### src/design/oets_pkg.sv
// Shared types, sizes and command/state encodings for the odd-even transposition sorter.
// No dependencies; used by oets_ctrl, oets_dpath and the top level.
package oets_pkg;

	localparam int SIZE      = 64;
	localparam int KEY_W     = 17;
	localparam int COUNT_W   = $clog2(SIZE + 1);
	localparam int TDATA_W   = ((KEY_W + 7) / 8) * 8;

	typedef logic [KEY_W-1:0]   key_t;
	typedef logic [COUNT_W-1:0] count_t;

	typedef enum logic [1:0] {
		ST_LOAD,
		ST_SORT,
		ST_EMIT
	} state_t;

	typedef struct packed {
		logic   load;
		logic   sort;
		logic   odd;
		logic   shift_out;
		count_t held;
	} dp_cmd_t;

endpackage

### src/design/oets_ctrl.sv
// Controller for the odd-even transposition sorter: load, sort and emit sequencing.
// Depends on oets_pkg; drives the command struct of oets_dpath.
module oets_ctrl (
	input  logic             clk,
	input  logic             arst_n,
	input  logic             in_valid,
	input  logic             in_final,
	output logic             in_ready,
	output logic             out_valid,
	output logic             out_last,
	input  logic             out_ready,
	output oets_pkg::dp_cmd_t cmd
);
	import oets_pkg::*;

	state_t state_q, state_d;
	count_t held_q, held_d;
	count_t phase_q, phase_d;
	count_t held_inc, phase_inc;

	assign held_inc  = held_q + count_t'(1);
	assign phase_inc = phase_q + count_t'(1);

	always_ff @(posedge clk or negedge arst_n) begin
		if (!arst_n) begin
			state_q <= ST_LOAD;
			held_q  <= '0;
			phase_q <= '0;
		end else begin
			state_q <= state_d;
			held_q  <= held_d;
			phase_q <= phase_d;
		end
	end

	always_comb begin
		state_d       = state_q;
		held_d        = held_q;
		phase_d       = phase_q;
		in_ready      = 1'b0;
		out_valid     = 1'b0;
		out_last      = 1'b0;
		cmd.load      = 1'b0;
		cmd.sort      = 1'b0;
		cmd.odd       = phase_q[0];
		cmd.shift_out = 1'b0;
		cmd.held      = held_q;
		unique case (state_q)
			ST_LOAD: begin
				in_ready = 1'b1;
				if (in_valid) begin
					cmd.load = 1'b1;
					held_d   = held_inc;
					phase_d  = '0;
					if (in_final || held_inc == count_t'(SIZE)) begin
						state_d = ST_SORT;
					end
				end
			end
			ST_SORT: begin
				cmd.sort = 1'b1;
				if (phase_inc == held_q) begin
					phase_d = '0;
					state_d = ST_EMIT;
				end else begin
					phase_d = phase_inc;
				end
			end
			ST_EMIT: begin
				out_valid = 1'b1;
				out_last  = (phase_inc == held_q);
				if (out_ready) begin
					cmd.shift_out = 1'b1;
					if (out_last) begin
						phase_d = '0;
						held_d  = '0;
						state_d = ST_LOAD;
					end else begin
						phase_d = phase_inc;
					end
				end
			end
			default: begin
				state_d = ST_LOAD;
			end
		endcase
	end

endmodule

### src/design/oets_dpath.sv
// Datapath for the odd-even transposition sorter: a row of key cells with shift-in,
// one compare-exchange phase per cycle and shift-out. Depends on oets_pkg.
module oets_dpath (
	input  logic              clk,
	input  oets_pkg::dp_cmd_t cmd,
	input  oets_pkg::key_t    in_key,
	output oets_pkg::key_t    head_key
);
	import oets_pkg::*;

	key_t cell_q [SIZE];
	key_t cell_d [SIZE];
	logic pair_en [SIZE];
	logic pair_swap [SIZE];

	always_comb begin
		for (int i = 0; i < SIZE; i++) begin
			pair_en[i]   = 1'b0;
			pair_swap[i] = 1'b0;
		end
		for (int i = 0; i < SIZE - 1; i++) begin
			pair_en[i]   = (i[0] == cmd.odd) && (count_t'(i + 1) < cmd.held);
			pair_swap[i] = pair_en[i] && (cell_q[i] > cell_q[i+1]);
		end
	end

	always_comb begin
		for (int i = 0; i < SIZE; i++) begin
			cell_d[i] = cell_q[i];
			if (cmd.load) begin
				cell_d[i] = (i == 0) ? in_key : cell_q[(i == 0) ? 0 : i - 1];
			end else if (cmd.shift_out) begin
				cell_d[i] = cell_q[(i == SIZE - 1) ? i : i + 1];
			end else if (cmd.sort) begin
				if (i < SIZE - 1 && pair_swap[i]) begin
					cell_d[i] = cell_q[(i < SIZE - 1) ? i + 1 : i];
				end else if (i > 0 && pair_swap[(i > 0) ? i - 1 : 0]) begin
					cell_d[i] = cell_q[(i > 0) ? i - 1 : 0];
				end
			end
		end
	end

	always_ff @(posedge clk) begin
		for (int i = 0; i < SIZE; i++) begin
			cell_q[i] <= cell_d[i];
		end
	end

	assign head_key = cell_q[0];

endmodule

### src/design/odd_even_transposition_sorter_unit.sv
// Odd-even transposition sorter. Keys enter one per transaction on the slave side; a
// transaction with tlast, or the SIZE-th key, closes the set. A set of n keys then goes
// through n compare-exchange phases, one per cycle across the held keys, and is
// returned in ascending order, one key per transaction, with tlast high on the largest.
// Loading and emitting move one key per accepted transaction; the input is not ready
// while a set sorts or drains.
// Depends on oets_pkg, oets_ctrl and oets_dpath.
module odd_even_transposition_sorter_unit (
	input  logic                          clk,
	input  logic                          arst_n,
	input  logic                          s_tvalid,
	output logic                          s_tready,
	input  logic [oets_pkg::TDATA_W-1:0]  s_tdata,  // [16:0] key, rest zero
	input  logic                          s_tlast,
	output logic                          m_tvalid,
	input  logic                          m_tready,
	output logic [oets_pkg::TDATA_W-1:0]  m_tdata,  // [16:0] sorted_key, rest zero
	output logic                          m_tlast
);
	import oets_pkg::*;

	dp_cmd_t cmd;
	key_t    head_key;

	oets_ctrl u_ctrl (
		.clk       (clk),
		.arst_n    (arst_n),
		.in_valid  (s_tvalid),
		.in_final  (s_tlast),
		.in_ready  (s_tready),
		.out_valid (m_tvalid),
		.out_last  (m_tlast),
		.out_ready (m_tready),
		.cmd       (cmd)
	);

	oets_dpath u_dpath (
		.clk      (clk),
		.cmd      (cmd),
		.in_key   (s_tdata[KEY_W-1:0]),
		.head_key (head_key)
	);

	assign m_tdata = TDATA_W'(head_key);

endmodule

### config.mk
export PLATFORM = sky130hd
export DESIGN_NAME = odd_even_transposition_sorter_unit
export DESIGN_NICKNAME = d
export VERILOG_FILES = /design/src/design/oets_pkg.sv /design/src/design/oets_ctrl.sv /design/src/design/oets_dpath.sv /design/src/design/odd_even_transposition_sorter_unit.sv
export SDC_FILE = /design/constraint.sdc
export NUM_CORES = 2
export LEC_CHECK = 0
export BUFFER_PORTS_ARGS = -buffer_cell sky130_fd_sc_hd__buf_4
export CORE_MARGIN = 5
export CORE_UTILIZATION = 48
export CTS_CLUSTER_DIAMETER = 150
export CTS_CLUSTER_SIZE = 24
export DETAILED_ROUTE_END_ITERATION = 12
export SYNTH_ARGS = -nofsm -noshare
export SYNTH_HDL_FRONTEND = slang
export SYNTH_SLANG_ARGS = --single-unit
### constraint.sdc
create_clock -name clk -period 14 [get_ports clk]
set_input_delay 1.4 -clock clk [delete_from_list [all_inputs] [get_ports clk]]
set_output_delay 1.4 -clock clk [all_outputs]
set_load 0.02 [all_outputs]
Word level (Yosys, flattened, before mapping)
Memories as Yosys holds them, arrays and structs flattened.
Cells that the tools add are included.
{"block": "totals", "register_bits": 16, "ramBits": 1088, "in_bits": 29, "output_inout_bits": 27, "wordCells": 615, "n_memories": 1}
{"name": "u_dpath.cell_q", "words": 64, "width": 17, "read_ports": 64, "rd_ports_with_merged_regs": 0, "write_ports": 64, "line": "oets_dpath.sv:11", "rtl": "key_t cell_q [SIZE];"}
{"block": "classes", "add_sub_neg": 2, "n_lt_le_gt_ge": 126, "eq_ne": 9, "muxes": 340, "bitwise": 1, "reduce_logical": 133}
{"op": "$mux 17", "count": 318}
{"op": "$gt 17x17->1", "count": 63}
{"op": "$lt 6x7->1 const A", "count": 32}
{"op": "$logic_and 1x1->1", "count": 126}
{"op": "$lt 5x7->1 const A", "count": 16}
{"op": "$lt 4x7->1 const A", "count": 8}
{"op": "$mux 7", "count": 6}
{"op": "$lt 3x7->1 const A", "count": 4}
{"op": "$pmux 7 s3", "count": 1}
{"op": "$add 7x1->7 const B", "count": 2}
{"op": "$lt 2x7->1 const A", "count": 2}
{"op": "$pmux 7 s2", "count": 1}
{"op": "$mux 2", "count": 5}
{"op": "$mux 1", "count": 8}
{"op": "$eq 7x7->1", "count": 1}
{"op": "$eq 7x7->1 const B", "count": 1}
{"op": "$lt 1x7->1 const A", "count": 1}
{"op": "$ne 2x1->1 const B", "count": 3}
{"op": "$pmux 2 s3", "count": 1}
{"op": "$reduce_and 5->1", "count": 1}
{"op": "$ne 2x2->1 const B", "count": 2}
{"op": "$reduce_and 4->1", "count": 1}
{"op": "$reduce_and 3->1", "count": 1}
{"op": "$reduce_bool 3->1", "count": 1}
{"op": "other kinds (6)", "count": 6}

Logic depth before layout (Yosys ltp)
{"block": "logic_depth", "word_depth": 8, "depth_mapped": 11, "depth_no_buf": 8}

By module
A second synthesis with hierarchy kept.
{"block": "unflattened", "cells_unflattened": 7912, "area_unflattened_um2": 81162.8}
{"mod": "oets_dpath", "instances": 1, "cells_per_inst": 7760, "area_each_um2": 79877.9, "seq_area_each_um2": 32671.3}
{"mod": "oets_ctrl", "instances": 1, "cells_per_inst": 144, "area_each_um2": 1228.7, "seq_area_each_um2": 400.4}
{"mod": "odd_even_transposition_sorter_unit", "instances": 1, "cells_per_inst": 8, "area_each_um2": 56.3, "seq_area_each_um2": 0.0}

Worst setup path after synthesis
Ideal clock, no wire load.
{"block": "synth_path", "path_type": "input to register", "start": "input port m_tready", "end": "memory u_dpath.cell_q[63][0] (netlist name), enable pin", "setup_ns": 0.440, "arrival_ns": 4.235, "required_ns": 13.560, "slack_ns": 9.325, "path_stages": 6, "path_buffers": 4, "cell_sequence": "and2_1 > clkbuf_1 > clkbuf_1 > clkbuf_1 > clkbuf_1 > o41ai_1"}
{"item": "start: declaration", "line": "odd_even_transposition_sorter_unit.sv:16", "rtl": "input logic m_tready,"}
{"item": "end: declaration", "line": "oets_dpath.sv:11"}

Worst setup path after layout
{"block": "layout_path", "start": "register u_ctrl.phase_q[0]", "end": "output port m_tlast"}
{"block": "layout_between", "elab_chain_cells": 3}
{"item": "start: declaration", "line": "oets_ctrl.sv:18", "rtl": "count_t phase_q, phase_d;"}
{"item": "start signal: assignment", "line": "oets_ctrl.sv:32", "rtl": "phase_q <= phase_d;"}
{"item": "$add 7x1->7", "line": "oets_ctrl.sv:22", "rtl": "assign phase_inc = phase_q + count_t'(1);"}
{"item": "$eq 7x7->1", "line": "oets_ctrl.sv:71", "rtl": "out_last = (phase_inc == held_q);"}
{"item": "$mux 1", "line": "oets_ctrl.sv:48", "rtl": "unique case (state_q)"}
{"item": "end: declaration", "line": "odd_even_transposition_sorter_unit.sv:18", "rtl": "output logic m_tlast"}
No other way between the ends.

==> flow_summary.json <==
{
  "numPortBuffers": 41,
  "synth_mux_area_share_pct": 6.49,
  "rsz0062_at_grt": "no",
  "core_area_um2": 186000,
  "status": "completed",
  "hold-path-cell-count": 0,
  "final_common_cell": "inv_1",
  "path_buf_inv": 2,
  "synth_compound_area_share_pct": 20.2,
  "skew_ns": 0.0305,
  "syn_area_per_cell_um2": 9.52,
  "whs_endpoint": "u_dpath.cell_q[63][2]$_DFFE_PP_",
  "synth_top_family_by_area": "compound AO/OA/AOI/OAI gates",
  "ys_types": 97,
  "fin_nets": 10100,
  "critPathCaptureType": "output port",
  "ys_ff_latch": 1104,
  "fin_setup_tns_ns": 0,
  "yosys.area_share.simple_pct": 13.4,
  "ff2ff_path_depth": 8,
  "drtPass1Iterations": 10,
  "syn_inst": 9430,
  "critPathTopFamily": "simple AND/OR/NAND/NOR gates",
  "gp_congestion": 0.893,
  "cp.required_ns": 12.60,
  "cts_tree": "done",
  "synth_xor_area_share_pct": 0.0975,
  "maxSlewViolCount": 0,
  "yosys_warnings": 0,
  "worst_slew_pin_slew_ns": 1.24,
  "worst_path_largest_cell_delay_ns": 0.83,
  "syn_area_um2": 89800,
  "clk_pin_slew_ns": 0.11,
  "die_w_um": 443,
  "r2r-start": "u_ctrl.state_q[0]$_DFFE_PN0P_",
  "clock-root-buffer": "clkbuf_16",
  "hold_viol": 0,
  "synthAdderAreaFrac_pct": 15.0,
  "r2r_setup_slack_ns": 9.03,
  "initial_core_util_pct": 48.3,
  "cts_buffers": 51,
  "yosys_most_used_dff": "edfxtp_1",
  "dr_wl_met2_um": 130000,
  "grt_first_pass_wirelength_um": 438000,
  "period_share_pct": 39.8,
  "async_reset_ff_share_pct": 1.45,
  "seq_area_frac_synth_pct": 36.8,
  "arrival_ns": 4.17,
  "area_growth_pct": 3.95,
  "wl_met1_um": 125000,
  "grt_pass1_vias": 74100,
  "cp_common_cell": "buf_4",
  "grt_remaining_overflow": 0,
  "cts_setup_buffers": 0,
  "antenna_found_initial": 4,
  "maxCapViolations": 0,
  "die_area_um2": 196000,
  "mostFrequentLayoutCells": "inv_1, edfxtp_1, ha_1",
  "reg2reg_to": "u_dpath.cell_q[6][6]$_DFFE_PP_",
  "vias": 77600,
  "fmax_mhz": 179,
  "synth_area_leader_cell": "edfxtp_1",
  "crit_chain": "buf_4 -> and3_1 -> nand3_1 -> xnor2_1 -> or4_1 -> nor2_1 -> buf_4",
  "worstSetupPathType": "reg -> out",
  "ctsResizeCount": 0,
  "htree_num_levels": 2,
  "drt-initial-drc-count": 8692,
  "routed_wl_um": 283000,
  "synthTopCellsByArea": "edfxtp_1, ha_1, mux2i_1",
  "detail-route-antenna-nets": 0,
  "cts_num_sinks": 1104,
  "dp_hpwl_um": 207000,
  "cp_slowest_cell": "or4_1",
  "finalSetupViolCount": 0,
  "routedWlPerCell_um": 24.6,
  "grtUsageTotal_pct": 27.3,
  "cts_max_path_buffers": 3,
  "crit_fanout": 30,
  "fillers": 17200,
  "die_y_um": 443,
  "clock_latency_ns": 0.75,
  "dr_wl_met3_um": 18700,
  "drive_gt1_share_pct": 4.32,
  "slew_headroom_pct": 17.5,
  "min_period_ns": 5.57,
  "ios": 56,
  "route.detailed.drc": 0,
  "synth_top_area_share_pct": 36.4,
  "synth_edf_count": 1088,
  "row_count": 158,
  "vias_per_cell": 6.74,
  "ctsHoldBuffers": 0,
  "grt_start_max_net_pins": 189,
  "min_path_type": "reg -> reg",
  "top_layer": "met5",
  "worstHoldStart": "u_dpath.cell_q[62][2]$_DFFE_PP_",
  "critPathLaunchType": "flop"
}
==> synth_stat cells, types with 16 or more instances <==
cell,instances
a21oi_1,389
o311ai_1,61
nor2_1,307
nand2b_1,20
a21o_1,243
clkbuf_1,516
o22ai_1,396
buf_4,20
nand4_1,377
ha_1,1078
a221oi_1,29
edfxtp_1,1088
o21ai_1,46
nor3_1,110
nand3_1,493
o31ai_1,37
o221ai_1,23
and3_1,62
a31o_2,50
o311ai_0,115
a22oi_1,57
nor2b_1,50
inv_1,1153
buf_2,95
a211oi_1,23
or4_1,171
a222oi_1,170
a31o_1,41
o211ai_1,63
a211o_1,25
dfrtp_1,16
o21ai_0,158
nand2_1,403
buf_1,40
mux2i_1,580
a31oi_1,325
o21a_1,28
a311o_1,128
nor4_1,210
==> worst register-to-register path, cell delays in order (launching register included) <==
cell     delay (ns)
dfrtp_1        0.40
inv_1          0.10
ha_1           0.36
nand2_4        0.49
buf_4          0.76
buf_4          0.99
buf_4          0.81
o21ai_2        0.55
mux2i_1        0.25
==> routing by layer <==
layer  track usage (%)  up-vias
met4              8.45        4
met1              38.6    38100
met2              44.6     3163
li1                  -    36000
met5                 0        -
met3              2.42      384
==> cell families after synthesis <==
group	count (synthesis)
XOR/XNOR	10
buffers and inverters	1832
other	1
adder cells (fa/ha/maj)	1078
flip-flops	1104
AND/OR/NAND/NOR	2282
AO/OA/AOI/OAI	2541
multiplexers	582
==> layout make-up <==
class,instances,area (um^2),area share (%)
well taps,2480,3100,3.32
clock buffers,84,1440,1.55
flip-flops and latches,1104,33100,35.4
inverters,1155,4340,4.65
repair buffers,192,1470,1.57
diodes,1,2.50,0.00268
multi-input cells,6500,49900,53.5
==> per-stage QoR <==
stage | instance area (um^2) | std cells | util, % | hold slack (ns) | worst slack (ns)
final | 93400 | 11500 | 50.2 | 0.497 | 8.43
after CTS | 93300 | 11500 | 50.2 | 0.472 | 8.33
after global routing | 93300 | 11500 | 50.2 | 0.510 | 8.34
after floorplan | 89800 | 9436 | - | 0.454 | 9.33
after detailed placement | 91900 | 11400 | 49.5 | 0.474 | 8.55
after global placement | 91900 | 11400 | 49.5 | 0.462 | 8.59
==> worst max-delay path by stage <==
stage / end / slack [ns] / from / cells past startpoint
finish: m_tlast / 8.43 / u_ctrl.phase_q[0]$_DFFE_PN0P_ / 7
CTS: m_tlast / 8.33 / u_ctrl.phase_q[0]$_DFFE_PN0P_ / 7
detailed placement: u_dpath.cell_q[6][6]$_DFFE_PP_ / 8.55 / s_tvalid / 7
global placement: u_dpath.cell_q[6][7]$_DFFE_PP_ / 8.59 / s_tvalid / 7
floorplan: u_dpath.cell_q[63][0]$_DFFE_PP_ / 9.33 / m_tready / 6
global route: m_tlast / 8.34 / u_ctrl.phase_q[0]$_DFFE_PN0P_ / 7
==> state kept, by name, summed over array words and instances, names as in the netlist <==
register        cells
u_ctrl.held_q       7
u_ctrl.state_q      2
u_dpath.cell_q   1088
u_ctrl.phase_q      7
Power is not shown: default switching activity piles up to over one toggle a cycle in this logic, so the estimate is an artifact.
